File: src/hdl/seos_pkg.sv
// Shared types, result codes and key compare for the sorted event overlap sweep.
`timescale 1ns / 1ps

package seos_pkg;

    localparam int SEC_W  = 32;
    localparam int MS_W   = 10;
    localparam int KIND_W = 3;
    localparam int RUN_W  = 8;

    // Command codes of an input transaction.
    localparam logic CMD_INSERT = 1'b0;
    localparam logic CMD_SWEEP  = 1'b1;

    // Result kinds.
    localparam logic [KIND_W-1:0] KIND_INSERTED = 3'd0;
    localparam logic [KIND_W-1:0] KIND_DROPPED  = 3'd1;
    localparam logic [KIND_W-1:0] KIND_OPEN     = 3'd2;
    localparam logic [KIND_W-1:0] KIND_CLOSE    = 3'd3;
    localparam logic [KIND_W-1:0] KIND_NONE     = 3'd4;

    // Running count levels at which an overlap opens and closes.
    localparam logic [RUN_W-1:0] OVERLAP_LEVEL = 8'd2;
    localparam logic [RUN_W-1:0] OVERLAP_EXIT  = 8'd1;

    typedef struct packed {
        logic             stop;
        logic [SEC_W-1:0] sec;
        logic [MS_W-1:0]  ms;
    } entry_t;

    typedef struct packed {
        logic [KIND_W-1:0] kind;
        logic [SEC_W-1:0]  sec;
        logic [MS_W-1:0]   ms;
        logic              last;
    } result_t;

    // True when the key of a is strictly below the key of b.
    function automatic logic key_less(entry_t a, entry_t b);
        return (a.sec < b.sec) || ((a.sec == b.sec) && (a.ms < b.ms));
    endfunction

endpackage

File: src/hdl/seos_in_if.sv
// Input channel: event insert and sweep commands.
`timescale 1ns / 1ps

interface seos_in_if;
    logic        valid;
    logic        ready;
    logic        command;
    logic        is_stop;
    logic [31:0] event_seconds;
    logic [9:0]  event_millis;

    modport source (output valid, command, is_stop, event_seconds, event_millis, input ready);
    modport sink   (input valid, command, is_stop, event_seconds, event_millis, output ready);
endinterface

File: src/hdl/seos_out_if.sv
// Output channel: inserted, dropped, overlap and none-found results.
`timescale 1ns / 1ps

interface seos_out_if;
    logic        valid;
    logic        ready;
    logic [2:0]  kind;
    logic [31:0] time_seconds;
    logic [9:0]  time_millis;
    logic        last;

    modport source (output valid, kind, time_seconds, time_millis, last, input ready);
    modport sink   (input valid, kind, time_seconds, time_millis, last, output ready);
endinterface

File: src/hdl/seos_mem.sv
// Event table memory: one write port, one registered read port.
`timescale 1ns / 1ps

module seos_mem
    import seos_pkg::*;
#(
    parameter int DEPTH = 64,
    parameter int AW    = 6
)
(
    input  logic          clk,
    input  logic          wr_en,
    input  logic [AW-1:0] wr_addr,
    input  entry_t        wr_data,
    input  logic          rd_en,
    input  logic [AW-1:0] rd_addr,
    output entry_t        rd_data
);

    entry_t mem [DEPTH];
    entry_t rd_data_reg;

    always_ff @(posedge clk)
    begin
        if (wr_en)
        begin
            mem[wr_addr] <= wr_data;
        end
    end

    // Read data holds between reads so a stalled consumer can keep using it.
    always_ff @(posedge clk)
    begin
        if (rd_en)
        begin
            rd_data_reg <= mem[rd_addr];
        end
    end

    assign rd_data = rd_data_reg;

endmodule

File: src/hdl/seos_result_reg.sv
// Output register that holds one result transaction until the sink takes it.
`timescale 1ns / 1ps

module seos_result_reg
    import seos_pkg::*;
(
    input  logic       clk,
    input  logic       rst_n,
    input  logic       load,
    input  result_t    load_data,
    output logic       slot_free,
    seos_out_if.source res
);

    logic    valid_reg;
    result_t data_reg;

    assign slot_free = !valid_reg || res.ready;

    always_ff @(posedge clk or negedge rst_n)
    begin
        if (!rst_n)
        begin
            valid_reg <= 1'b0;
        end
        else if (load)
        begin
            valid_reg <= 1'b1;
        end
        else if (res.ready)
        begin
            valid_reg <= 1'b0;
        end
    end

    always_ff @(posedge clk)
    begin
        if (load)
        begin
            data_reg <= load_data;
        end
    end

    assign res.valid        = valid_reg;
    assign res.kind         = data_reg.kind;
    assign res.time_seconds = data_reg.sec;
    assign res.time_millis  = data_reg.ms;
    assign res.last         = data_reg.last;

endmodule

File: src/hdl/sorted_event_overlap_sweep.sv
// Top level of the sorted event table with overlap sweep.
//
//  channel | modport | transaction
//  --------+---------+------------------------------------------------------------
//  evt     | sink    | command, is_stop, event_seconds, event_millis
//  res     | source  | kind, time_seconds, time_millis, last (last ends an item)
//
// An insert of an event into a table walks it downwards from its top entry, one entry
// per cycle through the single read port of the table memory, each larger entry being
// moved up by one; an event below every entry takes a further state to write the bottom
// entry, and an empty or full table skips the walk.
// A sweep reads the table upwards from the bottom entry, one entry per cycle through
// the same read port, unless a hit finds a result pending and the output register held.
// Either waits to finish while the output register is held by the sink.
// Reset clears the entry count, the controller state, the running count and the
// pending flag; the memory itself is not cleared, as only entries below the count are read.
// New transactions are accepted only while the controller is idle, but a finished
// result may still be waiting in the output register at that time.
`timescale 1ns / 1ps

module sorted_event_overlap_sweep
    import seos_pkg::*;
#(
    parameter int TABLE_DEPTH = 64
)
(
    input  logic       clk,
    input  logic       rst_n,
    seos_in_if.sink    evt,
    seos_out_if.source res
);

    localparam int AW = $clog2(TABLE_DEPTH);
    localparam int CW = $clog2(TABLE_DEPTH + 1);

    // Controller states.
    localparam logic [2:0] ST_IDLE     = 3'd0;
    localparam logic [2:0] ST_INS_WALK = 3'd1;
    localparam logic [2:0] ST_INS_HEAD = 3'd2;
    localparam logic [2:0] ST_SWEEP    = 3'd3;
    localparam logic [2:0] ST_SW_END   = 3'd4;
    localparam logic [2:0] ST_REPORT   = 3'd5;

    logic [2:0]        state_reg, state_next;
    logic [CW-1:0]     count_reg, count_next;
    logic [AW-1:0]     idx_reg, idx_next;
    logic [RUN_W-1:0]  run_reg, run_next;
    entry_t            item_reg, item_next;
    result_t           pend_reg, pend_next;
    logic              pend_valid_reg, pend_valid_next;
    logic [KIND_W-1:0] report_kind_reg, report_kind_next;

    // Table memory ports.
    logic          wr_en;
    logic [AW-1:0] wr_addr;
    entry_t        wr_data;
    logic          rd_en;
    logic [AW-1:0] rd_addr;
    entry_t        rd_data;

    // Output register ports.
    logic    out_load;
    result_t out_data;
    logic    slot_free;

    // Sweep datapath.
    logic [RUN_W-1:0] run_step;
    logic             sweep_hit;
    result_t          sweep_result;
    logic [AW-1:0]    top_idx;
    entry_t           evt_entry;

    seos_mem #(
        .DEPTH (TABLE_DEPTH),
        .AW    (AW)
    ) u_mem (
        .clk     (clk),
        .wr_en   (wr_en),
        .wr_addr (wr_addr),
        .wr_data (wr_data),
        .rd_en   (rd_en),
        .rd_addr (rd_addr),
        .rd_data (rd_data)
    );

    seos_result_reg u_out (
        .clk       (clk),
        .rst_n     (rst_n),
        .load      (out_load),
        .load_data (out_data),
        .slot_free (slot_free),
        .res       (res)
    );

    assign evt.ready = (state_reg == ST_IDLE);

    assign evt_entry = '{stop: evt.is_stop, sec: evt.event_seconds, ms: evt.event_millis};

    // Index of the highest occupied entry; only used while the table is not empty.
    assign top_idx = AW'(count_reg - CW'(1));

    // A start adds one to the running count and a stop takes one away.
    assign run_step  = rd_data.stop ? (run_reg - RUN_W'(1)) : (run_reg + RUN_W'(1));
    assign sweep_hit = (!rd_data.stop && (run_step == OVERLAP_LEVEL)) ||
                       (rd_data.stop && (run_step == OVERLAP_EXIT));
    assign sweep_result = '{kind: (rd_data.stop ? KIND_CLOSE : KIND_OPEN),
                            sec: rd_data.sec, ms: rd_data.ms, last: 1'b0};

    always_comb
    begin
        state_next       = state_reg;
        count_next       = count_reg;
        idx_next         = idx_reg;
        run_next         = run_reg;
        item_next        = item_reg;
        pend_next        = pend_reg;
        pend_valid_next  = pend_valid_reg;
        report_kind_next = report_kind_reg;
        wr_en            = 1'b0;
        wr_addr          = '0;
        wr_data          = item_reg;
        rd_en            = 1'b0;
        rd_addr          = idx_reg;
        out_load         = 1'b0;
        out_data         = '{kind: report_kind_reg, sec: '0, ms: '0, last: 1'b1};

        case (state_reg)
            ST_IDLE:
            begin
                if (evt.valid)
                begin
                    item_next = evt_entry;
                    if (evt.command == CMD_INSERT)
                    begin
                        if (count_reg == CW'(TABLE_DEPTH))
                        begin
                            report_kind_next = KIND_DROPPED;
                            state_next       = ST_REPORT;
                        end
                        else if (count_reg == '0)
                        begin
                            // Empty table: the event goes straight to the bottom entry.
                            wr_en            = 1'b1;
                            wr_addr          = '0;
                            wr_data          = evt_entry;
                            count_next       = count_reg + CW'(1);
                            report_kind_next = KIND_INSERTED;
                            state_next       = ST_REPORT;
                        end
                        else
                        begin
                            rd_en      = 1'b1;
                            rd_addr    = top_idx;
                            idx_next   = top_idx;
                            state_next = ST_INS_WALK;
                        end
                    end
                    else
                    begin
                        run_next        = '0;
                        pend_valid_next = 1'b0;
                        if (count_reg == '0)
                        begin
                            report_kind_next = KIND_NONE;
                            state_next       = ST_REPORT;
                        end
                        else
                        begin
                            rd_en      = 1'b1;
                            rd_addr    = '0;
                            idx_next   = '0;
                            state_next = ST_SWEEP;
                        end
                    end
                end
            end

            ST_INS_WALK:
            begin
                // rd_data is entry idx_reg. A strictly larger entry moves up one place;
                // an equal or smaller one marks where the new event lands, so equal keys
                // keep their arrival order.
                if (key_less(item_reg, rd_data))
                begin
                    wr_en   = 1'b1;
                    wr_addr = idx_reg + AW'(1);
                    wr_data = rd_data;
                    if (idx_reg == '0)
                    begin
                        state_next = ST_INS_HEAD;
                    end
                    else
                    begin
                        rd_en    = 1'b1;
                        rd_addr  = idx_reg - AW'(1);
                        idx_next = idx_reg - AW'(1);
                    end
                end
                else
                begin
                    wr_en            = 1'b1;
                    wr_addr          = idx_reg + AW'(1);
                    wr_data          = item_reg;
                    count_next       = count_reg + CW'(1);
                    report_kind_next = KIND_INSERTED;
                    state_next       = ST_REPORT;
                end
            end

            ST_INS_HEAD:
            begin
                wr_en            = 1'b1;
                wr_addr          = '0;
                wr_data          = item_reg;
                count_next       = count_reg + CW'(1);
                report_kind_next = KIND_INSERTED;
                state_next       = ST_REPORT;
            end

            ST_SWEEP:
            begin
                // The newest overlap result is held back in pend_reg so that the final
                // one can be marked last. A hit with a result already pending needs the
                // output register; otherwise the walk waits with the read data held.
                if (!(sweep_hit && pend_valid_reg && !slot_free))
                begin
                    run_next = run_step;
                    if (sweep_hit)
                    begin
                        if (pend_valid_reg)
                        begin
                            out_load = 1'b1;
                            out_data = pend_reg;
                        end
                        pend_next       = sweep_result;
                        pend_valid_next = 1'b1;
                    end
                    if (idx_reg == top_idx)
                    begin
                        state_next = ST_SW_END;
                    end
                    else
                    begin
                        rd_en    = 1'b1;
                        rd_addr  = idx_reg + AW'(1);
                        idx_next = idx_reg + AW'(1);
                    end
                end
            end

            ST_SW_END:
            begin
                if (slot_free)
                begin
                    out_load = 1'b1;
                    if (pend_valid_reg)
                    begin
                        out_data      = pend_reg;
                        out_data.last = 1'b1;
                    end
                    else
                    begin
                        out_data = '{kind: KIND_NONE, sec: '0, ms: '0, last: 1'b1};
                    end
                    pend_valid_next = 1'b0;
                    state_next      = ST_IDLE;
                end
            end

            ST_REPORT:
            begin
                if (slot_free)
                begin
                    out_load   = 1'b1;
                    state_next = ST_IDLE;
                end
            end

            default:
            begin
                state_next = ST_IDLE;
            end
        endcase
    end

    always_ff @(posedge clk or negedge rst_n)
    begin
        if (!rst_n)
        begin
            state_reg       <= ST_IDLE;
            count_reg       <= '0;
            run_reg         <= '0;
            pend_valid_reg  <= 1'b0;
        end
        else
        begin
            state_reg       <= state_next;
            count_reg       <= count_next;
            run_reg         <= run_next;
            pend_valid_reg  <= pend_valid_next;
        end
    end

    always_ff @(posedge clk)
    begin
        idx_reg         <= idx_next;
        item_reg        <= item_next;
        pend_reg        <= pend_next;
        report_kind_reg <= report_kind_next;
    end

endmodule

File: src/flat_wrapper.sv
// flat-port wrapper written by rule: the top's interface ports become plain ports
module sorted_event_overlap_sweep_flat import seos_pkg::*;
#(
    parameter int TABLE_DEPTH = 64
)
  (clk, rst_n, evt_valid, evt_command, evt_is_stop, evt_event_seconds, evt_event_millis, evt_ready, res_valid, res_kind, res_time_seconds, res_time_millis, res_last, res_ready);
  seos_in_if evt_i ();
  seos_out_if res_i ();
  input  logic clk;
  input  logic rst_n;
  input wire logic [$bits(evt_i.valid)-1:0] evt_valid;
  input wire logic [$bits(evt_i.command)-1:0] evt_command;
  input wire logic [$bits(evt_i.is_stop)-1:0] evt_is_stop;
  input wire logic [$bits(evt_i.event_seconds)-1:0] evt_event_seconds;
  input wire logic [$bits(evt_i.event_millis)-1:0] evt_event_millis;
  output wire logic [$bits(evt_i.ready)-1:0] evt_ready;
  output wire logic [$bits(res_i.valid)-1:0] res_valid;
  output wire logic [$bits(res_i.kind)-1:0] res_kind;
  output wire logic [$bits(res_i.time_seconds)-1:0] res_time_seconds;
  output wire logic [$bits(res_i.time_millis)-1:0] res_time_millis;
  output wire logic [$bits(res_i.last)-1:0] res_last;
  input wire logic [$bits(res_i.ready)-1:0] res_ready;
  assign evt_i.valid = evt_valid;
  assign evt_i.command = evt_command;
  assign evt_i.is_stop = evt_is_stop;
  assign evt_i.event_seconds = evt_event_seconds;
  assign evt_i.event_millis = evt_event_millis;
  assign evt_ready = evt_i.ready;
  assign res_valid = res_i.valid;
  assign res_kind = res_i.kind;
  assign res_time_seconds = res_i.time_seconds;
  assign res_time_millis = res_i.time_millis;
  assign res_last = res_i.last;
  assign res_i.ready = res_ready;
  sorted_event_overlap_sweep #(.TABLE_DEPTH(TABLE_DEPTH)) u_core (.clk(clk), .rst_n(rst_n), .evt(evt_i), .res(res_i));
endmodule
File: config.mk
export PLATFORM = sky130hd
export DESIGN_NAME = sorted_event_overlap_sweep_flat
export DESIGN_NICKNAME = d
export VERILOG_FILES = /design/src/hdl/seos_pkg.sv /design/src/hdl/seos_in_if.sv /design/src/hdl/seos_out_if.sv /design/src/hdl/seos_mem.sv /design/src/hdl/seos_result_reg.sv /design/src/hdl/sorted_event_overlap_sweep.sv /design/src/flat_wrapper.sv
export SDC_FILE = /design/constraint.sdc
export NUM_CORES = 2
export LEC_CHECK = 0
export BUFFER_PORTS_ARGS = -buffer_cell sky130_fd_sc_hd__buf_2
export CAP_MARGIN = 20
export CORE_UTILIZATION = 55
export DETAILED_ROUTE_END_ITERATION = 8
export PLACE_DENSITY = 0.7
export REMOVE_ABC_BUFFERS = 1
export SETUP_SLACK_MARGIN = 0.4
export SLEW_MARGIN = 20
export SYNTH_ARGS = -nofsm -noshare
export SYNTH_HDL_FRONTEND = slang
export SYNTH_HIERARCHICAL = 1
export SYNTH_SLANG_ARGS = --single-unit
File: constraint.sdc
create_clock -name clk -period 11.8 [get_ports clk]
set_clock_uncertainty 0.05 [all_clocks]
set_input_delay 1.77 -clock clk [delete_from_list [all_inputs] [get_ports clk]]
set_output_delay 1.77 -clock clk [all_outputs]
set_load 0.01 [all_outputs]
Word-level counts from Yosys, hierarchy flattened

Memories as Yosys holds them, arrays and structs flattened. A register that Yosys moved wholly into a read port is not among the register bits.
Index checks and enable logic that the tools add are counted.

Bitwise gates (word level): 1
Muxes and demuxes: 82
Magnitude comparators: 2
Add/subtract/negate cells: 6
Reduce and logical (&&, ||, !) cells: 27
Equal/unequal tests: 24

Operators with widths:

| kind                                                   | number |
|---|---|
| two-way mux 46 bit                                     | 5 |
| two-way mux 43 bit                                     | 5 |
| one-hot mux 46 bit (2 select lines)                    | 1 |
| one-hot mux 43 bit (2 select lines)                    | 1 |
| two-way mux 6 bit                                      | 10 |
| two-way mux 3 bit                                      | 16 |
| two-way mux 7 bit                                      | 5 |
| == test 32 bit                                         | 1 |
| less-than comparator 32 bit                            | 1 |
| two-way mux 8 bit                                      | 4 |
| two-way mux 1 bit                                      | 26 |
| one-hot mux 7 bit (3 select lines)                     | 1 |
| one-hot mux 6 bit (3 select lines)                     | 1 |
| one-hot mux 8 bit (2 select lines)                     | 1 |
| one-hot mux 3 bit (5 select lines)                     | 1 |
| inequality test 2 bit (second input constant)          | 6 |
| AND reduction 6 bit                                    | 2 |
| subtractor 6 x 1 -> 6 bit (second input constant)      | 2 |
| less-than comparator 10 bit                            | 1 |
| inequality test 2 x 1 -> 1 bit (second input constant) | 5 |
| AND reduction 5 bit                                    | 2 |
| one-hot mux 3 bit (3 select lines)                     | 1 |
| adder 8 x 1 -> 8 bit (second input constant)           | 1 |
| == test 8 x 1 -> 1 bit (second input constant)         | 1 |
| 27 further kinds                                       | 42 |

Memories: 1
Register bits after elaboration: 163
Bits in writable memories: 2752
Bits of input ports: 48
Output and inout port bits: 48

Memory list:

| name             | depth | bits a word | read ports | clocked after memory_dff | wr ports | line           | RTL |
|---|---|---|---|---|---|---|---|
| u_core.u_mem.mem | 64    | 43          | 1          | 1                        | 1        | seos_mem.sv:20 | `entry_t mem [DEPTH];` |

Longest topological paths before layout

Depth after elaboration: 10
Mapped depth: 22
Mapped depth without buffers: 16

Modules after synthesis

The synthesis kept the hierarchy.

Modules (own cells, without submodules):

| module                     | cells an instance | area each (um^2) | times used |
|---|---|---|---|
| seos_mem                   | 4428              | 105730.2         | 1 |
| sorted_event_overlap_sweep | 683               | 7081.8           | 1 |
| seos_result_reg            | 49                | 1428.9           | 1 |

Worst setup path before layout

Ideal clock, no wire load.

Kind: input -> register
Start point: input res_ready
End point: register u_core.u_out.valid_reg (netlist: u_core/u_out/res.valid)
Required time: 11663 ps
Setup time: 87 ps
Stages on the path: 4
Path slack: 5880 ps
Path buffers: 0
Arrival time: 5784 ps
Cells stage by stage: nand2b_4 > nand2_1 > o21ai_0 > nand2b_2

Word-level cells in the longest chain between the ends: 6

RTL lines:

| element                                                        | line                              | RTL |
|---|---|---|
| start, declared                                                | flat_wrapper.sv:22                | `input wire logic [$bits(res_i.ready)-1:0] res_ready;` |
| logical OR 1 bit (*)                                           | seos_result_reg.sv:18             | `assign slot_free = !valid_reg \|\| res.ready;` |
| zero test 1 bit                                                | sorted_event_overlap_sweep.sv:225 | `if (!(sweep_hit && pend_valid_reg && !slot_free))` |
| logical AND 1 bit                                              | sorted_event_overlap_sweep.sv:225 |  |
| two-way mux 1 bit                                              | sorted_event_overlap_sweep.sv:225 |  |
| one-hot mux 1 bit (2 select lines) (*)                         | sorted_event_overlap_sweep.sv:127 | `case (state_reg)` |
| named net u_core.out_load                                      | sorted_event_overlap_sweep.sv:62  | `logic out_load;` |
| two-way mux 1 bit / nonzero test 2 bit (equally long branches) | -                                 |  |
| end signal, assigned                                           | seos_result_reg.sv:24             | `valid_reg <= 1'b0;` |
| end signal, assigned                                           | seos_result_reg.sv:28             | `valid_reg <= 1'b1;` |
| end signal, assigned                                           | seos_result_reg.sv:32             | `valid_reg <= 1'b0;` |
| end, declared                                                  | seos_result_reg.sv:15             | `logic valid_reg;` |

The timed path passes the listed nets; every way through them passes the cells marked *.
A chain may end at the register's enable or synchronous reset.

Worst setup path in the final report

Start point: register, netlist name u_core/u_mem/rd_data[2]
End point: register, netlist name u_core/u_mem/rd_data[30]

Word-level cells in the longest chain between the ends: 5

RTL lines:

| element                            | line                              | RTL |
|---|---|---|
| less-than comparator 10 bit        | seos_pkg.sv:41                    | `return (a.sec < b.sec) \|\| ((a.sec == b.sec) && (a.ms < b.ms));` |
| logical AND 1 bit                  | seos_pkg.sv:41                    |  |
| logical OR 1 bit                   | seos_pkg.sv:41                    |  |
| two-way mux 6 bit                  | sorted_event_overlap_sweep.sv:183 | `if (key_less(item_reg, rd_data))` |
| one-hot mux 6 bit (3 select lines) | sorted_event_overlap_sweep.sv:127 |  |
| named net u_core.idx_next[1]       | sorted_event_overlap_sweep.sv:46  | `logic [AW-1:0] idx_reg, idx_next;` |

The timed path passes the listed nets, and every way through them passes these cells.

==> qor.yml <==
outcome:
  status: "finished, final reports clean"
placement:
  port-buffer-count: 95
  post-place-ws_ps: 4190
  place.gp.congestion: 0.869
  post-dp-hpwl_mm: 151
clocking:
  insertion_delay_ps: 940
  cts-buffers-inserted: 303
  cts_hold_buf: 0
  post-cts-setup-buffers: 0
  cts-root-buf: "clkbuf_16"
  clk_pin_slew_ps: 60
  cts_tree: "yes"
  htree_levels: 5
  cts_buffer_depth: 4
  post_cts_resized: 0
  cts_num_sinks: 2955
logic_synthesis:
  syn_area_um2: 114000
  yosysSeqAreaShare: 0.775
  synthCells: 5160
  synthTopCellsByArea: "edfxtp_1 (77%), mux4_2 (14%), mux2i_1 (1.1%), nor2_1 (0.66%), o22ai_1 (0.63%)"
  ys_ff_latch: 2955
  ys.flop_type: "edfxtp_1"
  synth_top_area_frac: 0.770
  yosysWarningCount: 6
  synth_edf_count: 2929
  async_flop_share: 0.00677
  synth_area_leader_cell: "edfxtp_1"
  syn-mean-instance-area_um2: 22.1
  synth.distinct_cells: 85
critical_path:
  arrival_ps: 7840
  r2r_start: "u_core/u_mem/rd_data[2]$_DFFE_PP_"
  rr_endpoint: "u_core/u_mem/rd_data[30]$_DFFE_PP_"
  cp_slowest_cell: "o22ai_1"
  start_kind: "flop"
  reg2reg_setup_slack_ps: 4490
  crit_type: "flop to flop"
  setup.worst_path.end_class: "flop"
  slowest_delay_ps: 660
  cp.required_ps: 12340
  r2r_cells: 17
  crit_fanout: 109
  crit_path_cell_trace: "inv_1 -> ha_1 -> nand2_1 -> o21ai_0 -> a221oi_1 -> o21a_1 -> a21oi_2 -> nor2_1 -> mux2i_1 -> o211ai_1 -> buf_12 -> buf_12 -> buf_4 -> mux4_2 -> mux4_2 -> o22ai_1 -> nor2_1"
routing:
  drt-met1-wl_mm: 109
  drtIter0Drc: 8705
  dr_total_vias: 56800
  totalWireLength_mm: 293
  wl_met3_mm: 31.7
  firstDrtPassIters: 9
  wl_met2_mm: 139
  top_layer_used: "met4"
  via_per_inst: 6.82
  routedWlPerCell_um: 35.2
  drc_errors: 0
  antenna_left: 0
sta:
  setup_viol: 0
  fin_crit_sh: 0.619
  drv_slew: 0
  worst_slew_pin_slew_ps: 1390
  max_slew_margin: 0.0723
  grt_setup_unrepaired: "false"
  clock.fmax_ghz: 0.137
  setup_slack_ps: 4490
  period_needed_ps: 7310
  final_hold_viol_count: 0
grt:
  grt_antenna_before_repair: 5
  grt_use_total: 0.281
  grt_max_degree: 121
  overflow: 0
  grt_pass1_wl_mm: 413
  grt_pass1_vias: 56000
cells_and_area:
  nFillCells: 13500
  regMostFlops: "u_core/u_mem/mem"
  largest_reg_flops: 2752
  finalNetCount: 5534
  area_growth_pct: 11.9
  drive_gt1_frac: 0.263
power:
  switchingPower_w: 0.0132
  switching_share: 0.341
  irDropWorstVdd_uv: 397
  p_comb_frac: 0.398
  leakage_nw: 40.2
  power_density_nw_per_um2: 304
  power.total_w: 0.0388
  clkPwrFrac: 0.232
  intPower_w: 0.0256
  pwr-share-seq: 0.369
worst_hold_path:
  worstHoldStart: "u_core/u_mem/rd_data[29]$_DFFE_PP_"
  min_path_type: "flop to flop"
  hold_depth: 0
  min_to: "u_core/pend_reg[30]$_DFFE_PP_"
floorplan:
  num_io_pins: 96
  initial_core_util: 0.556
  die_h_um: 458
  coreArea_um2: 205000
  die_area_um2: 210000
  placementRows: 166
  die_w_um: 458
run:
  max_cap_violations: 0
## synth_stat cells, drive strengths merged (5+ instances only)
master     n
nand2b    11
nand3     16
o32ai      7
nand2     58
o211ai     6
xor2       5
nand3b     8
edfxtp  2929
and3       9
ha        54
a21oi    111
mux4     734
a311oi    11
a222oi    43
or3        5
dfxtp      6
a22oi     16
clkbuf   153
inv      108
a21o       6
o22ai    115
o21ai     24
a41o       6
nor3      19
o221ai    39
dfrtp     20
nand4     18
nor2     201
nor2b     18
mux2i    122
and2      51
xnor2     23
buf      131
or3b       7
or2        9
## power by group through the flow
stage               Clock [W]  Sequential (W)  Combinational [W]
floorplan                   0          0.0143             0.0103
global placement            0          0.0145             0.0152
detailed placement          0          0.0145             0.0154
CTS                   0.00911          0.0143             0.0155
global route          0.00948          0.0144             0.0163
finish                0.00901          0.0143             0.0155
## area by class of cell
| type | count | area (µm²) | area share |
|---|---|---|---|
| timing repair buffer | 250 | 1810 | 0.0142 |
| tap | 2688 | 3360 | 0.0263 |
| multi-input combinational | 1813 | 24500 | 0.192 |
| clock inverter | 131 | 1100 | 0.00864 |
| inverter | 108 | 418 | 0.00327 |
| antenna | 2 | 5.00 | 0.0000392 |
| clock buffer | 379 | 8020 | 0.0627 |
| sequential | 2955 | 88600 | 0.693 |
## through the flow
step	area, µm²	hold WS (ps)	cells	utilization	TNS [ps]
floorplan	113000	393	4876	-	-3859230
global placement	119000	423	7813	0.578	0
detailed placement	119000	421	7813	0.578	0
CTS	128000	438	8323	0.622	0
global route	128000	454	8326	0.622	0
finish	128000	442	8326	0.622	0
## placed cells by master, fill, tap and decap left out, types with 50 or more instances in the layout
master        n
nor2_1      135
clkbuf_1     69
clkinv_2     50
mux2i_1     122
clkbuf_16   310
ha_1         54
a21oi_1     108
edfxtp_1   2929
buf_2        95
o22ai_1     114
mux4_2      734
nand2_1      57
inv_1        86
nor2_4       65
buf_4       142
clkinv_1     71
## per-layer routing
| metal | vias to the layer above | track usage |
|---|---|---|
| met5 | - | 0 |
| met4 | 0 | 0.114 |
| met3 | 584 | 0.0437 |
| met2 | 3767 | 0.439 |
| met1 | 30100 | 0.404 |
| li1 | 22300 | - |
## kinds of logic (layout without fill, tap and decap cells)
logic type,after synthesis,in the layout,synth area share
flops,2955,2955,0.775
mux,857,857,0.155
simple gates,446,446,0.0193
compound gates,426,426,0.0261
buf+inv,392,868,0.0153
fa+ha+maj,55,55,0.00609
xor+xnor,29,29,0.00241
other cells,0,2,0
## worst max-delay path: cells and delay by family, from the launching register on
family / cells / cell delay [ps]
compound gates: 6 / 2510
buf+inv: 4 / 1680
mux: 3 / 1010
flops: 1 / 650
simple gates: 3 / 500
fa+ha+maj: 1 / 310
## worst max path at each step
stage	startpoint	end	slack, ps
after floorplan	evt_valid	u_core/u_mem/rd_data[36]$_DFFE_PP_	-93890
after global placement	evt_valid	u_core/u_mem/rd_data[15]$_DFFE_PP_	4180
after detailed placement	evt_valid	u_core/u_mem/rd_data[30]$_DFFE_PP_	4190
after CTS	u_core/u_mem/rd_data[2]$_DFFE_PP_	u_core/u_mem/rd_data[15]$_DFFE_PP_	4460
after global routing	u_core/u_mem/rd_data[42]$_DFFE_PP_	u_core/u_mem/rd_data[15]$_DFFE_PP_	4240
final	u_core/u_mem/rd_data[2]$_DFFE_PP_	u_core/u_mem/rd_data[30]$_DFFE_PP_	4490
Note: power is estimated with default switching activity, not from simulation.
